[src/sp3hb_pkg.sv]
// Shared types, constants and scale-table functions of the sp3 hopping block.
package sp3hb_pkg;

    // Fixed-point constants of the distance scaling.
    localparam int R1_Q13 = 20070;
    localparam longint unsigned RECIP_Q40 = 64'd54783837;
    localparam longint unsigned A_Q16 = 64'd190011;
    localparam longint unsigned BMAG_Q32 = 64'd54202916;
    localparam longint signed CS3_Q30 = 380413235;
    localparam longint signed CS2_Q30 = 207486140;
    localparam longint signed CS1_Q30 = -87923735;
    localparam longint signed CS0_Q30 = 7236227;
    localparam logic [23:0] FMAX = 24'hFFFFFF;
    localparam int DEFAULT_SCALE_TABLE_DEPTH = 256;
    localparam int QUEUE_DEPTH = 2;

    // Configuration register indexes.
    localparam logic [2:0] CFG_HOP_SS_SIGMA = 3'd0;
    localparam logic [2:0] CFG_HOP_SP_SIGMA = 3'd1;
    localparam logic [2:0] CFG_HOP_PP_SIGMA = 3'd2;
    localparam logic [2:0] CFG_HOP_PP_PI = 3'd3;
    localparam logic [2:0] CFG_CUTOFF_DISTANCE = 3'd4;

    // Register reset values.
    localparam logic signed [23:0] RST_HOP_SS_SIGMA = -24'sd327680;
    localparam logic signed [23:0] RST_HOP_SP_SIGMA = 24'sd308019;
    localparam logic signed [23:0] RST_HOP_PP_SIGMA = 24'sd360448;
    localparam logic signed [23:0] RST_HOP_PP_PI = -24'sd101581;
    localparam logic [15:0] RST_CUTOFF_DISTANCE = 16'd21299;

    // One input word: an atom pair.
    typedef struct packed {
        logic [9:0]         atom_a;
        logic [9:0]         atom_b;
        logic [15:0]        distance;
        logic signed [15:0] cos_x;
        logic signed [15:0] cos_y;
        logic signed [15:0] cos_z;
    } t_pair;

    // One result word: a hopping matrix element.
    typedef struct packed {
        logic [11:0]        row;
        logic [11:0]        col;
        logic signed [23:0] value;
        logic               last;
    } t_result;

    // Configuration register contents.
    typedef struct packed {
        logic signed [23:0] hop_ss_sigma;
        logic signed [23:0] hop_sp_sigma;
        logic signed [23:0] hop_pp_sigma;
        logic signed [23:0] hop_pp_pi;
        logic [15:0]        cutoff_distance;
    } t_cfg;

    // One classified pair with its scaled hopping constants.
    typedef struct packed {
        logic [9:0]         atom_a;
        logic [9:0]         atom_b;
        logic signed [15:0] cos_x;
        logic signed [15:0] cos_y;
        logic signed [15:0] cos_z;
        logic signed [32:0] vss;
        logic signed [32:0] vsp;
        logic signed [32:0] vppp;
        logic signed [33:0] diff;
    } t_job;

    // Unsigned shift-and-subtract division, used at elaboration only.
    function automatic logic [63:0] udiv64(input logic [63:0] n, input logic [63:0] d);
        logic [63:0] q;
        logic [63:0] rem;
        q = '0;
        rem = '0;
        for (int b = 63; b >= 0; b--) begin
            rem = {rem[62:0], n[b]};
            if (rem >= d) begin
                rem = rem - d;
                q[b] = 1'b1;
            end
        end
        return q;
    endfunction

    // Integer square root, bit by bit.
    function automatic logic [63:0] isqrt64(input logic [63:0] v_in);
        logic [63:0] v;
        logic [63:0] r;
        logic [63:0] bt;
        v = v_in;
        r = '0;
        bt = 64'd1 << 62;
        for (int k = 0; k < 32; k++) begin
            if (bt > v) bt = bt >> 2;
        end
        for (int k = 0; k < 32; k++) begin
            if (bt != 0) begin
                if (v >= r + bt) begin
                    v = v - (r + bt);
                    r = (r >> 1) + bt;
                end else begin
                    r = r >> 1;
                end
                bt = bt >> 2;
            end
        end
        return r;
    endfunction

    // Distance of table point i, Q16.
    function automatic logic [63:0] rom_point(input int i, input int depth);
        return udiv64(64'(i) * 64'(R1_Q13) * 64'd8, 64'(depth - 1));
    endfunction

    // Scale factor A*exp(B*d^6.5)/d^2 at distance dq (Q16), result Q8.16.
    function automatic logic [23:0] rom_entry(input logic [63:0] dq);
        logic [63:0] d2, d4, d6, s, d65, a, y, y2h, e, f;
        d2 = (dq * dq) >> 16;
        if (d2 == 0) return FMAX;
        d4 = (d2 * d2) >> 16;
        d6 = (d4 * d2) >> 16;
        s = isqrt64(dq << 16);
        d65 = (d6 * s) >> 16;
        a = (d65 * BMAG_Q32) >> 32;
        y = a << 6;
        y2h = (y * y) >> 31;
        e = (64'd1 << 30) - y + y2h - udiv64(y2h * y, 64'd3 << 30);
        for (int k = 0; k < 8; k++) e = (e * e) >> 30;
        f = udiv64(A_Q16 * e, d2 << 14);
        return (f > 64'(FMAX)) ? FMAX : f[23:0];
    endfunction

endpackage

[src/sp3hb_queue.sv]
// Short queue between the front end and the element generator.
module sp3hb_queue
    import sp3hb_pkg::*;
(
    input  logic i_clk,
    input  logic i_rst_n,
    input  logic i_push,
    input  t_job i_job,
    output logic o_full,
    input  logic i_pop,
    output t_job o_job,
    output logic o_empty
);

    localparam int AW = $clog2(QUEUE_DEPTH);
    localparam int CW = $clog2(QUEUE_DEPTH + 1);

    t_job          r_mem [QUEUE_DEPTH];
    logic [AW-1:0] r_wr_ptr, r_rd_ptr;
    logic [CW-1:0] r_count;

    // Pointer and fill bookkeeping.
    always_ff @(posedge i_clk) begin
        if (!i_rst_n) begin
            r_wr_ptr <= '0;
            r_rd_ptr <= '0;
            r_count <= '0;
        end else begin
            if (i_push) begin
                r_wr_ptr <= (r_wr_ptr == AW'(QUEUE_DEPTH - 1)) ? '0 : r_wr_ptr + 1'b1;
            end
            if (i_pop) begin
                r_rd_ptr <= (r_rd_ptr == AW'(QUEUE_DEPTH - 1)) ? '0 : r_rd_ptr + 1'b1;
            end
            if (i_push && !i_pop) r_count <= r_count + 1'b1;
            else if (!i_push && i_pop) r_count <= r_count - 1'b1;
        end
    end

    // Storage.
    always_ff @(posedge i_clk) begin
        if (i_push) r_mem[r_wr_ptr] <= i_job;
    end

    assign o_job = r_mem[r_rd_ptr];
    assign o_full = (r_count == CW'(QUEUE_DEPTH));
    assign o_empty = (r_count == '0);

    a_no_overflow: assert property (@(posedge i_clk) disable iff (!i_rst_n)
        i_push |-> (r_count < CW'(QUEUE_DEPTH)))
        else $error("queue written while full");

    a_no_underflow: assert property (@(posedge i_clk) disable iff (!i_rst_n)
        i_pop |-> (r_count != '0))
        else $error("queue read while empty");

endmodule

[config.mk]
export PLATFORM = sky130hd
export DESIGN_NAME = sp3hb_queue
export DESIGN_NICKNAME = d
export VERILOG_FILES = /design/src/sp3hb_pkg.sv /design/src/sp3hb_queue.sv
export SDC_FILE = /design/constraint.sdc
export NUM_CORES = 1
export LEC_CHECK = 0
export BUFFER_PORTS_ARGS = -buffer_cell sky130_fd_sc_hd__buf_4
export CAP_MARGIN = 20
export CORE_UTILIZATION = 30
export DETAILED_ROUTE_END_ITERATION = 16
export PLACE_DENSITY_LB_ADDON = 0.12
export SYNTH_ARGS = -nofsm -noshare
export SYNTH_HDL_FRONTEND = slang
export SYNTH_SLANG_ARGS = --single-unit
[constraint.sdc]
create_clock -name i_clk -period 15.4 [get_ports i_clk]
set_input_delay 3.08 -clock i_clk [delete_from_list [all_inputs] [get_ports i_clk]]
set_output_delay 3.08 -clock i_clk [all_outputs]
set_load 0.01 [all_outputs]
==> summary.md, run 1 <==
| Metric | Value |
|---|---|
| Drt first pass iters | 4 |
| First-pass GRT wire length | 49200 µm |
| Starting Density | 30.3% |
| Post-Synthesis Cells | 647 |
| RSZ-0062 raised after global routing | no |
| Crit start category | flip-flop |
| Core Region | 0.0487 mm² |
| Switching power | 0.569 mW |
| Pwr dens | 132 mW/mm² |
| Setup Buffers After CTS | 0 |
| Status | complete, no violations |
| Tot GR Track Use | 13.1% |
| Worst-Skew Late Latency | 0.55 ns |
| Tcrit/Tclk final | 40.1% |
| DIE HEIGHT | 224 µm |
| Mean Syn Cell Area | 22.9 µm² |
| Post-synth top area share | 81.6% |
| WL final | 33400 µm |
| Die width | 224 µm |
| Clock-pin slew on the worst setup and hold paths | 0.06 ns |
| Total power | 2.63 mW |
| Vias in the first global route | 8037 |
| Fin area | 0.0199 mm² |
| Vias per cell | 4.23 |
| Synthesis Warnings | 0 |
| Net Count, Synth | 853 |
| Number of H-tree levels | 2 |
| Number of synthesized register bits | 407 |
| WL per Instance | 18.8 µm |
| Hold Crit Class | flip-flop to flip-flop |
| Final worst path period need | 6.17 ns |
| Arrival time worst endpoint | 3.09 ns |
| Antenna diodes | 0 |
| Worst Path Max Fanout | 74 |
| Max VDD drop | 96.9 µV |
| Crit path capture type | output port |
| Cts bufs inserted | 46 |
| Largest cells by area after synthesis | edfxtp_1 (82%), mux2_2 (15%), buf_6 (1.6%) |
| # fillers | 4458 |
| Reg2reg setup slack | 12.61 ns |
| CTS max path bufs | 3 |
| P_int | 2.06 mW |
| Cell variety after synth | 17 |
| Clock Sinks | 407 |
| Reg power frac | 49.4% |
| # resized after CTS | 0 |
| Register area share after synthesis | 82.3% |
| GRT Residual Overflow | 0 |
| Part of the power in the clock network | 39.5% |
| # IOs | 408 |
| Number of core rows | 81 |
| Max Slew Vio Count | 0 |
| Max_slew headroom | 28.7% |
| Max-cap violations | 0 |
| Type of the worst setup path | flip-flop to output port |
| Area leader, netlist | edfxtp_1 |
| Crit path required time | 12.32 ns |
| Final antenna-violating net count | 0 |
| Residual DRC count | 0 |
| RePlAce Congestion | 0.695 |
| Worst slew pin tran | 1.07 ns |
| Max frequency | 162 MHz |
| I/O Buffers | 407 |
| Root Buffer | clkbuf_16 |
| Worst Clk Skew | 0.00781 ns |
| Placement-stage cell area | 0.0185 mm² |
| Hold_buf cts | 0 |
| Largest net degree at the start of global routing | 75 |
| Logic pwr share | 11.0% |
| DRT iter0 DRCs | 326 |
| Switching share of power | 21.6% |
| Fin nets | 1294 |
| Initial antenna violation count | 2 |
| Leak | 7.33 nW |
| Setup TNS | 0 ns |
| Area growth from synthesis to layout | 34.8% |
| Hold Vio Cnt, Final | 0 |
| Share of post-route cells with drive strength above 1 | 60.9% |
| Vias | 7548 |
| Hpwl dp | 21500 µm |
| Full die area | 0.0502 mm² |
| Final setup vio count | 0 |
| TritonCTS clock tree | built |
| Mapped Area | 0.0148 mm² |
==> stage by stage <==
step	worst slack, ns	util [%]	cells	hold WS (ns)
6_report	9.23	40.9	1783	0.508
4_1_cts	9.06	40.9	1783	0.511
3_5_place_dp	9.67	38.0	1704	0.504
3_3_place_gp	9.68	38.0	1704	0.488
5_1_grt	8.94	40.9	1783	0.546
2_1_floorplan	2.82	-	647	0.466
==> power groups by stage <==
stage               Clock [mW]  Sequential, mW  Combinational, mW
floorplan                    0            1.33              0.145
global placement             0            1.32              0.295
detailed placement           0            1.32              0.296
CTS                       1.08            1.30              0.298
global route              1.12            1.31              0.313
finish                    1.04            1.30              0.290
==> critical path, stage by stage (launching register included) <==
cell and delay, ns:
dfxtp_4 0.93, buf_4 0.91, mux2_2 0.46, buf_4 0.15
==> cell usage after synthesis, drive strengths merged <==
library cell and instances:
and2b 1, or3 1, edfxtp 402, xnor2 1, o21a 1, ha 1
and2 4, dfxtp 5, buf 22, xor2 2, nor2 1, a21boi 1
inv 1, mux2 201, o21ai 1, nor2b 2
==> placed cells by master, fill, tap and decap left out, drive strengths merged <==
cell type and instances:
buf 415, edfxtp 402, mux2 201, clkbuf 56, clkinv 18, dfxtp 5, and2 4, bufinv 3
xor2 2, inv 2, nor2b 2, and2b 1, nor2 1, xnor2 1, o21a 1, o21ai 1
or3 1, a21boi 1, ha 1, clkinvlp 1
==> flip-flops by register name (all words and copies together), names as in the netlist, named ones only <==
signal,flops
r_mem,402
r_wr_ptr,1
r_count,2
r_rd_ptr,1
==> kinds of logic after synthesis <==
kind of cell	after synthesis	synth area share [%]
fa+ha+maj	1	0.0846
simple gates	9	0.372
mux	201	15.3
compound gates	3	0.135
xor+xnor	3	0.178
buf+inv	23	1.66
flops	407	82.3
==> worst paths after layout <==
kind | depth (start not counted) | to | from
max | 3 | o_job[51] | flip-flop
max reg2reg | 3 | r_mem[1][13]$_DFFE_PP_ | r_wr_ptr$_SDFFE_PN0P_
min reg2reg | 2 | r_count[1]$_SDFFE_PN0P_ | r_count[1]$_SDFFE_PN0P_
min | 2 | r_count[1]$_SDFFE_PN0P_ | r_count[1]$_SDFFE_PN0P_
==> layer usage <==
metal / track usage, % / wire, µm / vias up
met5: 0 / 22 / -
met4: 4.62 / 801 / 4
met3: 6.16 / 3600 / 58
met2: 20.6 / 15500 / 280
met1: 15.7 / 13600 / 3731
li1: - / - / 3475
==> area by class of cell <==
class / instances / area (µm²) / area share [%]
clock buffer: 56 / 1250 / 6.28
clock inverter: 23 / 184 / 0.922
inverter: 1 / 3.75 / 0.0188
multi-input combinational: 217 / 2390 / 12.0
sequential: 407 / 12200 / 61.0
tap: 664 / 831 / 4.16
timing repair buffer: 415 / 3120 / 15.6
Power figures use the tool's default switching activity.
==> inputs of run 2 (changes only) <==
- ABC_AREA: unset -> 1
- clock period: 15.4 -> 6.24 ns (I/O delays scaled with it)
==> summary.md, run 2 <==
| Metric | Value |
|---|---|
| Final antenna-violating net count | 0 (unchanged) |
| Area leader, netlist | edfxtp_1 (unchanged) |
| Setup TNS | 0 ns (unchanged) |
| Max Slew Vio Count | 0 (unchanged) |
| Final setup vio count | 0 (unchanged) |
| Worst-Skew Late Latency | 0.56 ns (was 0.55 ns) |
| Largest net degree at the start of global routing | 132 (was 75) |
| Clock-pin slew on the worst setup and hold paths | 0.05 ns (was 0.06 ns) |
| Vias in the first global route | 7979 (was 8037) |
| Count leader, synth | edfxtp_1 (unchanged) |
| Max VDD drop | 265 µV (was 96.9 µV) |
| Post-synth top flop | edfxtp_1 (unchanged) |
| TritonCTS clock tree | built (unchanged) |
| Worst Path Buf+Inv | 2 (unchanged) |
| Status | complete, no violations (unchanged) |
| Number of H-tree levels | 2 (unchanged) |
| Pwr dens | 322 mW/mm² (was 132 mW/mm²) |
| FFs w/ async S/R, synth | 0% (unchanged) |
| Crit path capture type | output port (unchanged) |
| DRT iter0 DRCs | 304 (was 326) |
| Post-Place Setup Slack | 2.86 ns (was 9.67 ns) |
| Post-synth top area share | 81.5% (was 81.6%) |
| WL per Instance | 19.5 µm (was 18.8 µm) |
| Starting Density | 30.3% (about the same) |
| RSZ-0062 raised after global routing | no (unchanged) |
| Worst slew pin tran | 1.13 ns (was 1.07 ns) |
| Number of synthesized register bits | 407 (unchanged) |
| Initial antenna violation count | 0 (was 2) |
| Most frequent cells in the layout | buf_4 (412), edfxtp_1 (402), mux2_2 (201) (was buf_4 (415), edfxtp_1 (402), mux2_2 (201)) |
| Leak | 7.35 nW (was 7.33 nW) |
| Commonest non-fill, non-tap cell in the layout | buf_4 (unchanged) |
| Worst Clk Skew | 0.0132 ns (was 0.00781 ns) |
| Cts bufs inserted | 47 (was 46) |
| Register area share after synthesis | 82.2% (was 82.3%) |
| Number of synthesized flops with an enable pin | 402 (unchanged) |
| Most flops, register | r_mem (unchanged) |
| Critical Path, Cell by Cell | buf_12, mux2_2, buf_4 (was buf_4, mux2_2, buf_4) |
| Util after Layout | 40.9% (about the same) |
| Max frequency | 257 MHz |
| Crit start category | flip-flop (unchanged) |
| Max-cap violations | 0 (unchanged) |
| # resized after CTS | 0 (unchanged) |
| Hold Vio Cnt, Final | 0 (unchanged) |
| WL final | 35100 µm (was 33400 µm) |
| Drt first pass iters | 5 (was 4) |
| Share of post-route cells with drive strength above 1 | 59.4% (was 60.9%) |
| Vias | 7562 (was 7548) |
| Worst setup margin | 2.36 ns (was 9.23 ns) |
| Full die area | 0.0502 mm² (about the same) |
| Mapped Area | 0.0148 mm² (about the same) |
| Net Count, Synth | 866 (was 853) |
| Fin nets | 1307 (was 1294) |
| Largest regs | r_mem x402, r_count x2 (unchanged) |
| Slowest CP cell | dfxtp_4 (unchanged) |
| I/O Buffers | 407 (unchanged) |
| Core Region | 0.0488 mm² (was 0.0487 mm²) |
| Post-Synthesis Cells | 660 (was 647) |
| Die width | 224 µm (about the same) |
| Vias per cell | 4.19 (was 4.23) |
| Final worst path period need | 3.88 ns |
| CTS max path bufs | 3 (unchanged) |
| GRT Residual Overflow | 0 (unchanged) |
| # fillers | 4552 (was 4458) |
| Number of core rows | 81 (unchanged) |
| Mean Syn Cell Area | 22.4 µm² (was 22.9 µm²) |
| Synth top cells by count | edfxtp_1 (402), mux2_2 (201), buf_6 (21), nor2_1 (9) (was edfxtp_1 (402), mux2_2 (201), buf_6 (21), dfxtp_1 (5), and2_1 (4)) |
| Antenna diodes | 0 (unchanged) |
| Residual DRC count | 0 (unchanged) |
| Largest cells by area after synthesis | edfxtp_1 (82%), mux2_2 (15%), buf_6 (1.6%) (unchanged) |
| Hpwl dp | 22600 µm (was 21500 µm) |
| Slowest stage delay, CP | 0.76 ns (was 0.93 ns) |
| Setup Buffers After CTS | 0 (unchanged) |
| RePlAce Congestion | 0.709 (was 0.695) |
| DIE HEIGHT | 224 µm (about the same) |
| Max_slew headroom | 24.7% (was 28.7%) |
| Arrival time worst endpoint | 2.64 ns (was 3.09 ns) |
| Hold_buf cts | 0 (unchanged) |
| Root Buffer | clkbuf_16 (unchanged) |
| Synthesis Warnings | 0 (unchanged) |
| Type of the worst setup path | flip-flop to output port (unchanged) |
| Area growth from synthesis to layout | 35.0% (was 34.8%) |
| Cell variety after synth | 13 (was 17) |
| # IOs | 408 (unchanged) |
| Clock Sinks | 407 (unchanged) |
| Tot GR Track Use | 13.6% (was 13.1%) |
| Family with the most delay on the worst path | flip-flops (was buffers and inverters) |
| Worst Path Max Fanout | 117 (was 74) |
| Crit path required time | 4.99 ns (was 12.32 ns) |
| Max reg flops | 402 (unchanged) |
| Tcrit/Tclk final | 62.2% |
| First-pass GRT wire length | 50000 µm (was 49200 µm) |
| Hold Crit Class | flip-flop to flip-flop (unchanged) |
run 2: cell types whose count changed in the layout (fill, tap and decap cells not counted), sizes merged, moves of 2 or more:
cell	delta
nand2	+8
clkbuf	+8
nor2	+8
xor2	-2
nor2b	-2
inv	+7
and2	-4
run 2: tightest hold or removal path, stage by stage (launching register included):
cell and delay, ns:
dfxtp_1 0.32, nor2_1 0.06, nor2_1 0.10
run 2: routing by layer:
metal	routed length (µm)	up-vias	global-route usage, %
met5	0	-	0
met3	2690	62	4.87
li1	-	3511	-
met1	13300	3775	15.1
met2	18200	214	23.5
met4	910	0	5.35
run 2: layout make-up:
class                   count  area [µm²]  area share [%]
clock buffers              64        1260            6.31
inverters                   8        37.5           0.188
flip-flops and latches    407       12200            60.9
well taps                 664         831            4.16
repair buffers            414        3130            15.7
multi-input cells         223        2370            11.9
clock inverters            23         173           0.864
run 2: power by group:
group	total (mW)	switching, mW	internal (mW)
Sequential	3.21	0.0363	3.17
Clock	2.56	1.07	1.50
Combinational	0.655	0.312	0.343
Total	6.43	1.42	5.01
run 2: cells by family (layout without fill, tap and decap cells):
kind of cell / after synthesis / count (layout) / synth area share [%]
AO/OA/AOI/OAI: 2 / 2 / 0.0675
adder cells (fa/ha/maj): 1 / 1 / 0.0845
buffers and inverters: 30 / 509 / 1.83
flip-flops: 407 / 407 / 82.2
multiplexers: 201 / 201 / 15.3
AND/OR/NAND/NOR: 19 / 19 / 0.507
run 2: stage by stage:
| step | instances | total power [mW] | hold WS, ns | area (µm²) |
|---|---|---|---|---|
| 2_1_floorplan | 660 | 3.57 | 0.463 | 14800 |
| 3_3_place_gp | 1716 | 3.93 | 0.479 | 18500 |
| 3_5_place_dp | 1716 | 3.94 | 0.503 | 18500 |
| 4_1_cts | 1803 | 6.54 | 0.518 | 20000 |
| 5_1_grt | 1803 | 6.68 | 0.553 | 20000 |
| 6_report | 1803 | 6.43 | 0.515 | 20000 |
run 2: path summary, 6_finish.rpt:
check / startpoint / to / slack [ns] / depth (start not counted)
max: flip-flop / o_job[51] / 2.36 / 3
min: r_rd_ptr$_SDFFE_PN0P_ / r_rd_ptr$_SDFFE_PN0P_ / 0.52 / 2
min reg2reg: r_rd_ptr$_SDFFE_PN0P_ / r_rd_ptr$_SDFFE_PN0P_ / 0.52 / 2
max reg2reg: r_wr_ptr$_SDFFE_PN0P_ / r_mem[1][9]$_DFFE_PP_ / 3.98 / 3
==> inputs of run 3 (changes only) <==
- ABC_AREA: 1 -> 0
- clock period: 6.24 -> 3.5 ns (I/O delays scaled with it)
==> summary.md, run 3 (synthesis results as in run 1) <==
| Metric | Value |
|---|---|
| Die width | 224 µm (about the same) |
| Hold WS | 0.313 ns (was 0.515 ns) |
| Worst Clk Skew | 0.0125 ns (was 0.0132 ns) |
| GR met2 Demand/Resource | 20.2% (was 23.5%) |
| Worst setup path end | o_job[77] (was o_job[51]) |
| Grt met3 use | 6.90% (was 4.87%) |
| Switching share of power | 21.4% (was 22.0%) |
| Share of post-route cells with drive strength above 1 | 61.5% (was 59.4%) |
| Core Region | 0.0487 mm² (was 0.0488 mm²) |
| Hold Crit Class | input pin to flip-flop (was flip-flop to flip-flop) |
| Leak | 7.49 nW (was 7.35 nW) |
| Largest net degree at the start of global routing | 77 (was 132) |
| Hold Vio Cnt, Final | 0 (unchanged) |
| WL per Instance | 18.9 µm (was 19.5 µm) |
| M1 GR Usage | 15.8% (was 15.1%) |
| Vias per cell | 4.24 (was 4.19) |
| GRT Residual Overflow | 0 (unchanged) |
| Root Buffer | clkbuf_16 (unchanged) |
| Residual DRC count | 0 (unchanged) |
| Crit path capture type | output port (unchanged) |
| Crit start category | flip-flop (unchanged) |
| Part of the power in the clock network | 41.8% (was 39.9%) |
| Cts bufs inserted | 47 (unchanged) |
| Post-Place Setup Slack | 1.10 ns (was 2.86 ns) |
| RSZ-0062 raised after global routing | no (unchanged) |
| Most flops, register | r_mem (unchanged) |
| GR peak layer | met2 (unchanged) |
| Max-cap violations | 0 (unchanged) |
| # IOs | 408 (unchanged) |
| Setup Buffers After CTS | 0 (unchanged) |
| Worst-Skew Late Latency | 0.57 ns (was 0.56 ns) |
| Tcrit/Tclk final | 83.0% |
| Reg-to-Reg End | r_mem[1][0]$_DFFE_PP_ (was r_mem[1][9]$_DFFE_PP_) |
| Starting Density | 30.3% (about the same) |
| Area growth from synthesis to layout | 37.0% (was 35.0%) |
| Initial antenna violation count | 2 (was 0) |
| P_int | 9.47 mW (was 5.01 mW) |
| DRT iter0 DRCs | 255 (was 304) |
| RePlAce Congestion | 0.729 (was 0.709) |
| Max VDD drop | 389 µV (was 265 µV) |
| Type of the worst setup path | flip-flop to output port (unchanged) |
| Switching power | 2.58 mW (was 1.42 mW) |
| # resized after CTS | 0 (unchanged) |
| I/O Buffers | 407 (unchanged) |
| Total power | 12.1 mW (was 6.43 mW) |
| Commonest non-fill, non-tap cell in the layout | buf_4 (unchanged) |
| Slowest CP cell | dfxtp_4 (unchanged) |
| Clock-pin slew on the worst setup and hold paths | 0.06 ns (was 0.05 ns) |
| TritonCTS clock tree | built (unchanged) |
| Max reg flops | 402 (unchanged) |
| Hpwl dp | 22500 µm (was 22600 µm) |
| Most frequent CP cell | buf_4 |
| Number of core rows | 81 (unchanged) |
| Hold_buf cts | 0 (unchanged) |
| Final setup vio count | 0 (unchanged) |
| Full die area | 0.0502 mm² (about the same) |
| Critical Path, Cell by Cell | buf_4, mux2_2, buf_4 (was buf_12, mux2_2, buf_4) |
| R2R depth | 2 (was 3) |
| Worst slew pin tran | 0.801 ns (was 1.13 ns) |
| DIE HEIGHT | 224 µm (about the same) |
| Pwr dens | 595 mW/mm² (was 322 mW/mm²) |
| Max Slew Vio Count | 0 (unchanged) |
| WL final | 34000 µm (was 35100 µm) |
| Fin nets | 1306 (was 1307) |
| Slowest stage delay, CP | 0.67 ns (was 0.76 ns) |
| Tot GR Track Use | 13.2% (was 13.6%) |
| Max frequency | 344 MHz |
| Arrival time worst endpoint | 2.21 ns (was 2.64 ns) |
| Vias in the first global route | 8025 (was 7979) |
| Worst setup margin | 0.594 ns (was 2.36 ns) |
| Worst r2r src | r_wr_ptr$_SDFFE_PN0P_ (unchanged) |
| Reg power frac | 47.4% (was 49.9%) |
| Logic pwr share | 10.9% (was 10.2%) |
| CTS max path bufs | 3 (unchanged) |
| Worst Path Max Fanout | 31 (was 117) |
| First-pass GRT wire length | 49300 µm (was 50000 µm) |
| Max_slew headroom | 46.6% (was 24.7%) |
| Largest regs | r_mem x402, r_count x2 (unchanged) |
| Reg2reg setup slack | 1.79 ns (was 3.98 ns) |
| Hold Path Origin | i_job[110] (was r_rd_ptr$_SDFFE_PN0P_) |
| Clock Sinks | 407 (unchanged) |
| Status | complete, no violations (unchanged) |
| Final antenna-violating net count | 0 (unchanged) |
| Final worst path period need | 2.91 ns |
| Most frequent cells in the layout | buf_4 (420), edfxtp_1 (402), mux2_2 (201) (was buf_4 (412), edfxtp_1 (402), mux2_2 (201)) |
| Vias | 7645 (was 7562) |
| Drt first pass iters | 4 (was 5) |
| Number of H-tree levels | 2 (unchanged) |
| Crit path required time | 2.80 ns (was 4.99 ns) |
## run 3: how the worst min path moves through the flow
stage | end | depth (start not counted) | slack, ns
CTS | r_mem[0][177]$_DFFE_PP_ | 1 | 0.27
detailed placement | r_count[1]$_SDFFE_PN0P_ | 2 | 0.49
global route | r_mem[1][110]$_DFFE_PP_ | 1 | 0.28
global placement | r_count[1]$_SDFFE_PN0P_ | 2 | 0.48
finish | r_mem[1][110]$_DFFE_PP_ | 1 | 0.31
floorplan | r_count[1]$_SDFFE_PN0P_ | 2 | 0.47
## run 3: cell type report
type	instances	area [µm²]
flip-flops and latches	407	12200
clock buffers	54	1240
diodes	2	5.00
repair buffers	426	3270
inverters	1	3.75
clock inverters	30	343
well taps	664	831
multi-input cells	217	2390
fillers	4438	28500
## run 3: power by group through the flow
stage               Combinational (mW)  Clock, mW  Sequential [mW]
floorplan                        0.639          0             5.80
global placement                  1.34          0             5.81
detailed placement                1.34          0             5.81
CTS                               1.35       5.20             5.71
global route                      1.41       5.36             5.73
finish                            1.31       5.03             5.71
## run 3: worst max-delay path: cells and delay by family (launching register included)
family   cells  cell delay, ns
buf+inv      2            0.56
mux          1            0.40
flops        1            0.67
## run 3: per-layer routing
metal	vias up	part of all wire [%]
met2	292	46
met5	-	0.085
met3	62	12
met4	4	2.2
met1	3795	40
li1	3492	-
## run 3: stage by stage
stage	util [%]	TNS (ns)	instances	instance area, µm²
2_1_floorplan	-	-157.02	647	14800
3_3_place_gp	38.3	0	1715	18700
3_5_place_dp	38.3	0	1715	18700
4_1_cts	41.6	0	1799	20300
5_1_grt	41.6	0	1799	20300
6_report	41.6	0	1801	20300
